### src/linear_key_value_table_top_defines.svh
// Assertion helpers shared by the key to value table.
`ifndef LINEAR_KEY_VALUE_TABLE_TOP_DEFINES_SVH
`define LINEAR_KEY_VALUE_TABLE_TOP_DEFINES_SVH

// A property that must hold at every clock edge out of reset.
`define KVT_ASSERT(lbl, clk, rstn, prop, msg) \
  lbl: assert property (@(posedge clk) disable iff (!(rstn)) (prop)) else $error(msg);

// A condition that must be followed by another in the next cycle.
`define KVT_ASSERT_NEXT(lbl, clk, rstn, ante, cons, msg) \
  lbl: assert property (@(posedge clk) disable iff (!(rstn)) (ante) |=> (cons)) else $error(msg);

`endif

### src/kvt_pkg.sv
`default_nettype none

package kvt_pkg;

  localparam logic [2:0] OP_SET      = 3'd0;
  localparam logic [2:0] OP_GET      = 3'd1;
  localparam logic [2:0] OP_TAKE     = 3'd2;
  localparam logic [2:0] OP_CONTAINS = 3'd3;
  localparam logic [2:0] OP_RENAME   = 3'd4;
  localparam logic [2:0] OP_FINDVAL  = 3'd5;

  localparam logic [1:0] ST_OK   = 2'd0;
  localparam logic [1:0] ST_MISS = 2'd1;
  localparam logic [1:0] ST_FULL = 2'd2;

  typedef enum logic [2:0] {
    S_IDLE,
    S_READ,
    S_CMP,
    S_TAKE_RD,
    S_TAKE_WR,
    S_DONE
  } kvt_state_t;

  // Commands from the controller to the datapath.
  typedef struct packed {
    logic load;       // capture the request and restart the scan
    logic rd_idx;     // read the entry at the scan index
    logic rd_last;    // read the last entry in use
    logic rec_hit;    // record the matching slot and its result
    logic wr_hit;     // write value (set) or key (rename) at the scan index
    logic adv;        // step the scan index
    logic append;     // write a new entry at the end and grow the count
    logic set_full;   // report a full table
    logic take_move;  // move the last entry into the taken slot
    logic emit;       // load the result into the output register
  } kvt_cmd_t;

  // Status from the datapath to the controller.
  typedef struct packed {
    logic [2:0] op;
    logic       hit;
    logic       scan_end;
    logic       full;
    logic       out_free;
  } kvt_stat_t;

endpackage

`default_nettype wire

### src/kvt_in_if.sv
`default_nettype none

interface kvt_in_if;
  logic               valid;
  logic               ready;
  logic        [2:0]  opcode;
  logic signed [31:0] key;
  logic        [31:0] value;
  logic signed [31:0] new_key;

  modport source (output valid, output opcode, output key, output value, output new_key,
                  input ready);
  modport sink (input valid, input opcode, input key, input value, input new_key,
                output ready);
endinterface

`default_nettype wire

### src/kvt_out_if.sv
`default_nettype none

interface kvt_out_if;
  logic               valid;
  logic               ready;
  logic        [1:0]  status;
  logic        [31:0] result_value;
  logic signed [31:0] result_key;
  logic        [4:0]  entry_count_out;

  modport source (output valid, output status, output result_value, output result_key,
                  output entry_count_out, input ready);
  modport sink (input valid, input status, input result_value, input result_key,
                input entry_count_out, output ready);
endinterface

`default_nettype wire

### src/kvt_ctrl.sv
`default_nettype none

module kvt_ctrl
  import kvt_pkg::*;
(
  input  wire logic       clk,
  input  wire logic       rst_n,
  input  wire logic       in_valid,
  input  wire logic [2:0] in_opcode,
  output logic            in_ready,
  input  wire kvt_stat_t  stat,
  output kvt_cmd_t        cmd
);

  kvt_state_t state_r, state_nxt;

  always_ff @(posedge clk) begin
    if (!rst_n) begin
      state_r <= S_IDLE;
    end else begin
      state_r <= state_nxt;
    end
  end

  always_comb begin
    state_nxt = state_r;
    unique case (state_r)
      S_IDLE: begin
        if (in_valid) begin
          // Undefined opcodes skip the scan and report a miss.
          state_nxt = (in_opcode > OP_FINDVAL) ? S_DONE : S_READ;
        end
      end
      S_READ: begin
        state_nxt = stat.scan_end ? S_DONE : S_CMP;
      end
      S_CMP: begin
        if (stat.hit) begin
          state_nxt = (stat.op == OP_TAKE) ? S_TAKE_RD : S_DONE;
        end else begin
          state_nxt = S_READ;
        end
      end
      S_TAKE_RD: state_nxt = S_TAKE_WR;
      S_TAKE_WR: state_nxt = S_DONE;
      S_DONE: begin
        if (stat.out_free) begin
          state_nxt = S_IDLE;
        end
      end
      default: state_nxt = S_IDLE;
    endcase
  end

  always_comb begin
    cmd      = '0;
    in_ready = 1'b0;
    unique case (state_r)
      S_IDLE: begin
        // No beat is taken while reset is held.
        in_ready = rst_n;
        cmd.load = in_valid && rst_n;
      end
      S_READ: begin
        cmd.rd_idx = !stat.scan_end;
        if (stat.scan_end && stat.op == OP_SET) begin
          cmd.append   = !stat.full;
          cmd.set_full = stat.full;
        end
      end
      S_CMP: begin
        cmd.rec_hit = stat.hit;
        cmd.wr_hit  = stat.hit && (stat.op == OP_SET || stat.op == OP_RENAME);
        cmd.adv     = !stat.hit;
      end
      S_TAKE_RD: cmd.rd_last = 1'b1;
      S_TAKE_WR: cmd.take_move = 1'b1;
      S_DONE:    cmd.emit = stat.out_free;
      default: begin
        cmd = '0;
      end
    endcase
  end

endmodule

`default_nettype wire

### src/kvt_dp.sv
`default_nettype none

`include "linear_key_value_table_top_defines.svh"

module kvt_dp
  import kvt_pkg::*;
#(
  parameter int CAPACITY = 16
) (
  input  wire logic        clk,
  input  wire logic        rst_n,
  input  wire kvt_cmd_t    cmd,
  output kvt_stat_t        stat,
  input  wire logic [2:0]  in_opcode,
  input  wire logic [31:0] in_key,
  input  wire logic [31:0] in_value,
  input  wire logic [31:0] in_new_key,
  input  wire logic        out_ready,
  output logic             out_valid,
  output logic [1:0]       out_status,
  output logic [31:0]      out_result_value,
  output logic [31:0]      out_result_key,
  output logic [4:0]       out_entry_count
);

  localparam int IDX_W = $clog2(CAPACITY);
  localparam int CNT_W = $clog2(CAPACITY + 1);

  logic [31:0] key_mem [CAPACITY];
  logic [31:0] val_mem [CAPACITY];

  logic [2:0]       req_op_r;
  logic [31:0]      req_key_r, req_val_r, req_nkey_r;
  logic [CNT_W-1:0] idx_r, count_r;
  logic [IDX_W-1:0] slot_r;
  logic [31:0]      key_rd_r, val_rd_r;
  logic [1:0]       res_status_r;
  logic [31:0]      res_val_r, res_key_r;
  logic             out_valid_r;
  logic [1:0]       out_status_r;
  logic [31:0]      out_val_r, out_key_r;
  logic [4:0]       out_cnt_r;

  logic [CNT_W-1:0] cnt_dec;
  logic [IDX_W-1:0] rd_addr;
  logic             hit;
  logic             key_we, val_we;
  logic [IDX_W-1:0] key_wa, val_wa;
  logic [31:0]      key_wd, val_wd;

  assign cnt_dec = count_r - CNT_W'(1);
  assign rd_addr = cmd.rd_last ? cnt_dec[IDX_W-1:0] : idx_r[IDX_W-1:0];
  assign hit     = (req_op_r == OP_FINDVAL) ? (val_rd_r == req_val_r)
                                            : (key_rd_r == req_key_r);

  assign stat.op       = req_op_r;
  assign stat.hit      = hit;
  assign stat.scan_end = (idx_r == count_r);
  assign stat.full     = (count_r == CNT_W'(CAPACITY));
  assign stat.out_free = !out_valid_r || out_ready;

  // Write port selection; the controller issues at most one kind per cycle.
  always_comb begin
    key_we = 1'b0;
    key_wa = idx_r[IDX_W-1:0];
    key_wd = req_nkey_r;
    val_we = 1'b0;
    val_wa = idx_r[IDX_W-1:0];
    val_wd = req_val_r;
    if (cmd.append) begin
      key_we = 1'b1;
      key_wa = count_r[IDX_W-1:0];
      key_wd = req_key_r;
      val_we = 1'b1;
      val_wa = count_r[IDX_W-1:0];
    end else if (cmd.take_move) begin
      key_we = 1'b1;
      key_wa = slot_r;
      key_wd = key_rd_r;
      val_we = 1'b1;
      val_wa = slot_r;
      val_wd = val_rd_r;
    end else if (cmd.wr_hit) begin
      key_we = (req_op_r == OP_RENAME);
      val_we = (req_op_r == OP_SET);
    end
  end

  always_ff @(posedge clk) begin
    if (key_we) begin
      key_mem[key_wa] <= key_wd;
    end
    if (val_we) begin
      val_mem[val_wa] <= val_wd;
    end
    if (cmd.rd_idx || cmd.rd_last) begin
      key_rd_r <= key_mem[rd_addr];
      val_rd_r <= val_mem[rd_addr];
    end
  end

  // Request and result registers.
  always_ff @(posedge clk) begin
    if (cmd.load) begin
      req_op_r     <= in_opcode;
      req_key_r    <= in_key;
      req_val_r    <= in_value;
      req_nkey_r   <= in_new_key;
      res_status_r <= ST_MISS;
      res_val_r    <= '0;
      res_key_r    <= (in_opcode == OP_FINDVAL) ? in_key : '0;
    end
    if (cmd.rec_hit) begin
      slot_r       <= idx_r[IDX_W-1:0];
      res_status_r <= ST_OK;
      if (req_op_r == OP_GET || req_op_r == OP_TAKE) begin
        res_val_r <= val_rd_r;
      end
      if (req_op_r == OP_FINDVAL) begin
        res_key_r <= key_rd_r;
      end
    end
    if (cmd.append) begin
      res_status_r <= ST_OK;
    end
    if (cmd.set_full) begin
      res_status_r <= ST_FULL;
    end
    if (cmd.emit) begin
      out_status_r <= res_status_r;
      out_val_r    <= res_val_r;
      out_key_r    <= res_key_r;
      out_cnt_r    <= 5'(count_r);
    end
  end

  always_ff @(posedge clk) begin
    if (!rst_n) begin
      count_r     <= '0;
      idx_r       <= '0;
      out_valid_r <= 1'b0;
    end else begin
      if (cmd.load) begin
        idx_r <= '0;
      end else if (cmd.adv) begin
        idx_r <= idx_r + CNT_W'(1);
      end
      if (cmd.append) begin
        count_r <= count_r + CNT_W'(1);
      end else if (cmd.take_move) begin
        count_r <= cnt_dec;
      end
      if (cmd.emit) begin
        out_valid_r <= 1'b1;
      end else if (out_ready) begin
        out_valid_r <= 1'b0;
      end
    end
  end

  assign out_valid        = out_valid_r;
  assign out_status       = out_status_r;
  assign out_result_value = out_val_r;
  assign out_result_key   = out_key_r;
  assign out_entry_count  = out_cnt_r;

  `KVT_ASSERT(a_count_bound, clk, rst_n, count_r <= CNT_W'(CAPACITY), "entry count above capacity")
  `KVT_ASSERT(a_append_room, clk, rst_n, !cmd.append || !stat.full, "append into a full table")
  `KVT_ASSERT(a_take_nonempty, clk, rst_n, !cmd.take_move || count_r != '0, "take from empty table")
  `KVT_ASSERT(a_hit_real, clk, rst_n, !cmd.rec_hit || hit, "hit recorded without a match")
  `KVT_ASSERT_NEXT(a_emit_valid, clk, rst_n, cmd.emit, out_valid_r, "emitted result not valid")

endmodule

`default_nettype wire

### src/linear_key_value_table_top.sv
// Linear key to value table: a fixed-capacity unsorted array of key/value pairs.
// Requests arrive as beats on in_chan (opcode, key, value, new_key); each request
// produces exactly one result beat on out_chan (status, result_value, result_key,
// entry_count_out). Both channels move a beat when valid and ready are both high.
// One request is worked on at a time. The entries live in two single-port memories
// with registered read data, and a search reads them one slot at a time in storage
// order, alternating a read state and a compare state, stopping at the first match.
// A take then moves the last entry into the freed slot, and an undefined opcode skips
// the search and goes straight to its result. With a ready receiver the next request
// is accepted at the edge of the previous result beat, so the scan of the memories
// sets the spacing of requests. Reset clears the entry count and all control state;
// the stored entries are not cleared, since only slots below the count are ever read.
// A finished result sits in an output register, so a new request is accepted while
// it waits; if the receiver stalls, the next request completes its search and then
// holds until the output register is free.
`default_nettype none

module linear_key_value_table_top
  import kvt_pkg::*;
#(
  parameter int CAPACITY = 16
) (
  input wire logic clk,
  input wire logic rst_n,
  kvt_in_if.sink    in_chan,
  kvt_out_if.source out_chan
);

  kvt_cmd_t    cmd;
  kvt_stat_t   stat;
  logic        ready;
  logic [31:0] res_key;

  // The controller sequences each request: accept, scan, write back, emit.
  kvt_ctrl u_ctrl (
    .clk       (clk),
    .rst_n     (rst_n),
    .in_valid  (in_chan.valid),
    .in_opcode (in_chan.opcode),
    .in_ready  (ready),
    .stat      (stat),
    .cmd       (cmd)
  );

  // The datapath holds the memories, the entry count and the output register.
  kvt_dp #(
    .CAPACITY (CAPACITY)
  ) u_dp (
    .clk              (clk),
    .rst_n            (rst_n),
    .cmd              (cmd),
    .stat             (stat),
    .in_opcode        (in_chan.opcode),
    .in_key           (in_chan.key),
    .in_value         (in_chan.value),
    .in_new_key       (in_chan.new_key),
    .out_ready        (out_chan.ready),
    .out_valid        (out_chan.valid),
    .out_status       (out_chan.status),
    .out_result_value (out_chan.result_value),
    .out_result_key   (res_key),
    .out_entry_count  (out_chan.entry_count_out)
  );

  assign in_chan.ready       = ready;
  assign out_chan.result_key = signed'(res_key);

endmodule

`default_nettype wire
### src/flat_wrapper.sv
// flat-port wrapper written by rule: the top's interface ports become plain ports
module linear_key_value_table_top_flat import kvt_pkg::*;
#(
  parameter int CAPACITY = 16
)
  (clk, rst_n, in_chan_valid, in_chan_opcode, in_chan_key, in_chan_value, in_chan_new_key, in_chan_ready, out_chan_valid, out_chan_status, out_chan_result_value, out_chan_result_key, out_chan_entry_count_out, out_chan_ready);
  kvt_in_if in_chan_i ();
  kvt_out_if out_chan_i ();
  input wire logic clk;
  input wire logic rst_n;
  input wire logic [$bits(in_chan_i.valid)-1:0] in_chan_valid;
  input wire logic [$bits(in_chan_i.opcode)-1:0] in_chan_opcode;
  input wire logic [$bits(in_chan_i.key)-1:0] in_chan_key;
  input wire logic [$bits(in_chan_i.value)-1:0] in_chan_value;
  input wire logic [$bits(in_chan_i.new_key)-1:0] in_chan_new_key;
  output wire logic [$bits(in_chan_i.ready)-1:0] in_chan_ready;
  output wire logic [$bits(out_chan_i.valid)-1:0] out_chan_valid;
  output wire logic [$bits(out_chan_i.status)-1:0] out_chan_status;
  output wire logic [$bits(out_chan_i.result_value)-1:0] out_chan_result_value;
  output wire logic [$bits(out_chan_i.result_key)-1:0] out_chan_result_key;
  output wire logic [$bits(out_chan_i.entry_count_out)-1:0] out_chan_entry_count_out;
  input wire logic [$bits(out_chan_i.ready)-1:0] out_chan_ready;
  assign in_chan_i.valid = in_chan_valid;
  assign in_chan_i.opcode = in_chan_opcode;
  assign in_chan_i.key = in_chan_key;
  assign in_chan_i.value = in_chan_value;
  assign in_chan_i.new_key = in_chan_new_key;
  assign in_chan_ready = in_chan_i.ready;
  assign out_chan_valid = out_chan_i.valid;
  assign out_chan_status = out_chan_i.status;
  assign out_chan_result_value = out_chan_i.result_value;
  assign out_chan_result_key = out_chan_i.result_key;
  assign out_chan_entry_count_out = out_chan_i.entry_count_out;
  assign out_chan_i.ready = out_chan_ready;
  linear_key_value_table_top #(.CAPACITY(CAPACITY)) u_core (.clk(clk), .rst_n(rst_n), .in_chan(in_chan_i), .out_chan(out_chan_i));
endmodule
### config.mk
export PLATFORM = sky130hd
export DESIGN_NAME = linear_key_value_table_top_flat
export DESIGN_NICKNAME = d
export VERILOG_FILES = /design/src/kvt_pkg.sv /design/src/kvt_in_if.sv /design/src/kvt_out_if.sv /design/src/kvt_ctrl.sv /design/src/kvt_dp.sv /design/src/linear_key_value_table_top.sv /design/src/flat_wrapper.sv
export VERILOG_INCLUDE_DIRS = /design/src /design/src/src
export SDC_FILE = /design/constraint.sdc
export NUM_CORES = 2
export LEC_CHECK = 0
export BUFFER_PORTS_ARGS = -buffer_cell sky130_fd_sc_hd__buf_2
export CAP_MARGIN = 20
export CORE_ASPECT_RATIO = 1.75
export CORE_UTILIZATION = 30
export DETAILED_ROUTE_END_ITERATION = 10
export PLACE_DENSITY = 0.5
export SYNTH_ARGS = -nofsm -noshare
export SYNTH_HDL_FRONTEND = slang
export SYNTH_HIERARCHICAL = 1
export SYNTH_SLANG_ARGS = --single-unit
### constraint.sdc
create_clock -name clk -period 11.15 [get_ports clk]
set_input_delay 2.23 -clock clk [delete_from_list [all_inputs] [get_ports clk]]
set_output_delay 2.23 -clock clk [all_outputs]
set_load 0.1 [all_outputs]
-- After elaboration in Yosys (flattened, before gate mapping)
Memories as Yosys holds them, arrays and structs flattened. A register that Yosys moved wholly into a read port is not among the register bits.
Cells that the tools add are included.
- register bits after elaboration: 254
- RAM bits: 1024
- input bits: 103
- logic and storage cells: 107
- memories: 2
- $add $sub $neg: 3
- magnitude comparators: 1
- equal/unequal tests: 16
- mux-type cells: 48
- bitwise operators: 1
- reductions and logical operators: 19
- memories (name ; words ; bits a word ; read ports ; clocked after memory_dff ; wr ports ; line ; RTL):
    u_core.u_dp.key_mem ; 16 ; 32 ; 1 ; 1 ; 1 ; kvt_dp.sv:29 ; logic [31:0] key_mem [CAPACITY];
    u_core.u_dp.val_mem ; 16 ; 32 ; 1 ; 1 ; 1 ; kvt_dp.sv:30 ; logic [31:0] val_mem [CAPACITY];
- operators by type and width (cell ; count):
    2-to-1 mux 32 bit ; 11
    equality test 32 bit ; 2
    2-to-1 mux 3 bit ; 7
    2-to-1 mux 1 bit ; 19
    case mux 3 bit (6 select lines) ; 1
    equality test 3 bit, second input constant ; 5
    2-to-1 mux 4 bit ; 3
    adder 5 x 1 -> 5 bit, second input constant ; 2
    2-to-1 mux 2 bit ; 5
    2-to-1 mux 5 bit ; 2
    equality test 3 x 2 -> 1 bit, second input constant ; 3
    equality test 3 x 1 -> 1 bit, second input constant ; 2
    zero test 3 bit ; 2
    equality test 5 bit ; 1
    equality test 5 bit, second input constant ; 1
    subtractor 5 x 1 -> 5 bit, second input constant ; 1
    zero test 1 bit ; 4
    logical OR 1 bit ; 4
    != test 2 bit, second input constant ; 2
    nonzero test 2 bit ; 2
    > comparator 3 bit, second input constant ; 1
    logical AND 1 bit ; 3
    nonzero test 3 bit ; 1
    OR reduction 3 bit ; 1
    3 further kinds ; 3

-- Depth between registers and ports, before layout
- depth after elaboration: 9
- mapped depth: 13
- gate-level depth less buffers: 11

-- Hierarchy
Netlist, hierarchy kept.
- modules (own cells, without submodules) (module ; instances ; cells an instance ; area an instance (um^2) ; sequential area each (um^2)):
    kvt_dp ; 1 ; 3327 ; 52454.1 ; 39437.8
    kvt_ctrl ; 1 ; 42 ; 320.3 ; 60.1

-- Least setup slack after synthesis
Ideal clock, no wire load.
- path kind: input-to-reg
- start: in out_chan_ready
- end: reg u_core.u_dp.out_cnt_r[0] (netlist: u_core/u_dp/out_entry_count[0]) (enable)
- library setup time: 0.502 ns
- arrival: 5.451 ns
- data required time: 10.648 ns
- slack: 5.197 ns
- cell stages on the path: 3
- cells stage by stage: nand2b_1 > nand2_1 > nor2_1
- RTL lines (item ; line ; RTL):
    start: declaration ; flat_wrapper.sv:22 ; input wire logic [$bits(out_chan_i.ready)-1:0] out_chan_ready;
    end signal: assignment ; kvt_dp.sv:133 ; out_cnt_r <= 5'(count_r);
    end: declaration ; kvt_dp.sv:42 ; logic [4:0] out_cnt_r;

-- Worst setup path after layout
- start: in rst_n
- end: out in_chan_ready
- word-level cells in the longest chain between the ends: 1
- ends and longest elaborated chain (item ; line ; RTL):
    start: declaration ; flat_wrapper.sv:10 ; input wire logic rst_n;
    2-to-1 mux 1 bit ; kvt_ctrl.sv:58 ; unique case (state_r)
    end: declaration ; flat_wrapper.sv:16 ; output wire logic [$bits(in_chan_i.ready)-1:0] in_chan_ready;
Every way passes these cells.

==> results.txt <==
----------------------------------------------------
[Clocking]
  Number of clock buffers inserted by TritonCTS ... 136
  Clock transition at the register clock pins on the worst setup and hold paths after CTS ... 60 ps
  Setup Buffers After CTS ... 0
  CTS Root Cell ... sky130_fd_sc_hd__clkbuf_16
  Clock tree from TritonCTS ... built
  Number of resized instances in the post-cts repair step ... 0
  CTS Buffer Depth ... 3
  Clock latency on the worst-skew pair ... 780 ps
  Clock sink total ... 1342
  Hold buffer count at cts ... 0
  Depth of the CTS H-tree ... 4

[Route]
  Total Routed Length ... 145 mm
  Remaining routing DRC violations ... 0
  First-pass iteration count of the detailed router ... 5
  DR iter-0 viols ... 2116
  Via total after detailed routing ... 30000
  Post-DR vias/cell ... 5.09
  Antenna Nets Post-Route ... 0
  Routed wirelength normalized by instance count ... 24.7 um

[Job]
  Number of violations of the max-capacitance limit ... 0

[Placed design]
  Number of port buffers ... 175
  Cells after DPL ... 5635
  Post-detailed-placement half-perimeter wirelength ... 79.5 mm
  Routability cong. ... 0.775
  DP Area ... 56500 um^2
  Pre-CTS setup slack ... 5690 ps

[Yosys]
  Yosys warnings ... 6
  Part of the Yosys area used for sequential elements ... 74.8%
  Most used DFF post-synth ... sky130_fd_sc_hd__edfxtp_1
  Number of synthesized register bits ... 1342
  Async SR Flop Fraction ... 0%
  Post-synth design cell area ... 52800 um^2
  Number of distinct library cells after synthesis ... 56
  Cell type with the largest total area after synthesis ... sky130_fd_sc_hd__edfxtp_1
  Top cells by area, synth ... sky130_fd_sc_hd__edfxtp_1 72%, sky130_fd_sc_hd__mux2i_1 4.4%, sky130_fd_sc_hd__a211oi_1 3.6%
  Number of flops mapped to enable cells by yosys ... 1262
  Proportion of netlist area held by the largest area contributor ... 71.8%
  Syn avg cell area ... 15.7 um^2
  Number of cells produced by synthesis ... 3369
  Post-synthesis net count ... 3475

[Setup path]
  Crit Reg-Reg Startpoint ... u_core/u_ctrl/state_r[0]
  CP Data Arrival Time ... 3000 ps
  Kind of critical path ... in2out
  Cell mode on critical path ... sky130_fd_sc_hd__buf_2
  Origin of the worst setup path ... rst_n
  Crit path launch type ... primary input
  Worst reg2reg path depth ... 8
  Ordered cell list for the critical path ... buf_2, and2_1, buf_2
  Data required time of the critical path ... 8920 ps
  CP max FO ... 12
  Element type at the critical path end ... output port
  Highest-delay cell along the critical path ... sky130_fd_sc_hd__buf_2
  Largest stage delay on the critical path ... 420 ps

[STA]
  Post-Route Skew ... 31.3 ps
  Final worst path period need ... 5230 ps
  Ratio of final minimum period to clock period ... 46.9%
  Transition time at the pin with the least slew margin ... 1100 ps
  Final hold violation count ... 0
  Final-report max-slew violation count ... 0
  # setup viols final ... 0
  Final TNS setup ... 0 ps
  F_max ... 0.191 GHz
  Setup repair after global routing missed its margin ... no
  Remaining max-slew budget at the tightest pin ... 26.6%
  Worst hold-check slack ... 423 ps
  Slack of the critical path ... 5920 ps

[Cells and area]
  Fraction of layout instances using a drive strength above 1 ... 14.8%
  Commonest non-fill, non-tap cell in the layout ... sky130_fd_sc_hd__edfxtp_1
  Final Instance Count excl. Fillers ... 5888
  Final core area utilization ... 34.8%
  Area Growth Syn to Fin ... 15.2%
  Design Area, Final ... 60800 um^2
  Highest-count cells in the layout ignoring fill and taps ... 1262 x sky130_fd_sc_hd__edfxtp_1, 257 x sky130_fd_sc_hd__and3_1, 256 x sky130_fd_sc_hd__a211oi_1
  Final layout net count ... 3630

[Min path]
  Worst Hold Path Cells ... 0
  HP Start ... u_core/u_dp/res_key_r[6]
  Class of the most critical hold timing path ... reg2reg

[Global route]
  Pin count of the biggest net entering global routing ... 207
  Wire length of the first global-routing pass ... 210 mm
  Remaining global-route overflow ... 0
  Global-route usage over all layers ... 16.1%
  Number of antenna violations at the first check in global routing ... 5
  Number of global-route vias before repair ... 30500

[Floorplanning]
  Die Area ... 178000 um^2
  Core area ... 175000 um^2
  Row count ... 203
  Initial core utilization ... 30.2%
  Die X ... 319 um
  Height of the die ... 557 um
  Boundary Pins ... 176

[Status]
  Outcome ... completed

[Pwr]
  IR Drop Worst-Case VDD ... 0.152 mV
  Static Leak ... 21.4 nW
  Overall power of the completed layout ... 13.7 mW
  Power density normalized to cell area ... 225 nW/um^2

----------------------------------------------------
==> routing by layer <==
metal / vias up / part of all wire (%) / global-route usage, %
li1: 13600 / - / -
met1: 15400 / 39 / 18.2
met2: 761 / 54 / 30.3
met3: 220 / 3.7 / 2.18
met4: 0 / 3.2 / 5.93
met5: - / 0 / 0
==> cell usage after synthesis, types with 8 or more instances <==
cell type	count
sky130_fd_sc_hd__edfxtp_1	1262
sky130_fd_sc_hd__and3_1	258
sky130_fd_sc_hd__a211oi_1	256
sky130_fd_sc_hd__nand2_1	247
sky130_fd_sc_hd__mux2i_1	230
sky130_fd_sc_hd__clkbuf_1	179
sky130_fd_sc_hd__o21ai_0	112
sky130_fd_sc_hd__dfxtp_1	80
sky130_fd_sc_hd__nor2_1	77
sky130_fd_sc_hd__a21oi_1	67
sky130_fd_sc_hd__a221oi_1	66
sky130_fd_sc_hd__a32o_1	63
sky130_fd_sc_hd__a32oi_1	63
sky130_fd_sc_hd__o21ai_1	57
sky130_fd_sc_hd__xor2_1	50
sky130_fd_sc_hd__buf_2	42
sky130_fd_sc_hd__nor2b_1	34
sky130_fd_sc_hd__mux2_2	33
sky130_fd_sc_hd__nand3b_1	33
sky130_fd_sc_hd__xnor2_1	30
sky130_fd_sc_hd__buf_1	16
sky130_fd_sc_hd__buf_4	14
sky130_fd_sc_hd__nand3_1	13
sky130_fd_sc_hd__nor4_1	11
sky130_fd_sc_hd__nor3_1	9
sky130_fd_sc_hd__nand4_1	8
==> flip-flops by register name, summed over array words and instances (netlist names), 32 cells and up <==
| name | cells |
|---|---|
| u_core/u_dp/val_rd_r | 32 |
| u_core/u_dp/req_key_r | 32 |
| u_core/u_dp/req_nkey_r | 32 |
| u_core/u_dp/key_mem | 512 |
| u_core/u_dp/req_val_r | 32 |
| u_core/u_dp/key_rd_r | 32 |
| u_core/u_dp/val_mem | 512 |
| u_core/u_dp/res_val_r | 32 |
| u_core/u_dp/out_result_key | 32 |
| u_core/u_dp/out_result_value | 32 |
| u_core/u_dp/res_key_r | 32 |
==> worst max-delay path, delay by kind of cell <==
| kind | cells | cell delay (ps) |
|---|---|---|
| buffers and inverters | 2 | 620 |
| AND/OR/NAND/NOR | 1 | 150 |
==> cells by family (layout without fill, tap and decap cells) <==
group	count (synthesis)	in the layout	synth area share [%]
flip-flops	1342	1342	74.8
AND/OR/NAND/NOR	719	719	7.08
AO/OA/AOI/OAI	702	702	9.51
multiplexers	264	264	5.11
buffers and inverters	259	522	2.06
XOR/XNOR	80	80	1.33
adder cells (fa/ha/maj)	3	3	0.0711
other	0	1	0
==> layout make-up <==
type / count / area, um^2
multi-input cells: 1768 / 12600
diodes: 1 / 2.50
fillers: 16700 / 114000
inverters: 7 / 26.3
well taps: 2255 / 2820
clock buffers: 184 / 3700
clock inverters: 62 / 528
flip-flops and latches: 1342 / 39500
repair buffers: 269 / 1680
==> worst paths after layout <==
check	endpoint	slack [ps]
max	in_chan_ready	5920
max reg2reg	u_core/u_dp/val_rd_r[27]	5920
min	u_core/u_dp/out_result_key[6]	420
min reg2reg	u_core/u_dp/out_result_key[6]	420
==> where the power goes <==
part	internal, mW	switching [mW]
combinational	0.768	1.95
sequential	6.37	0.205
clock	2.50	1.92
total	9.63	4.08
No activity file was read; power rests on OpenSTA's default activity.
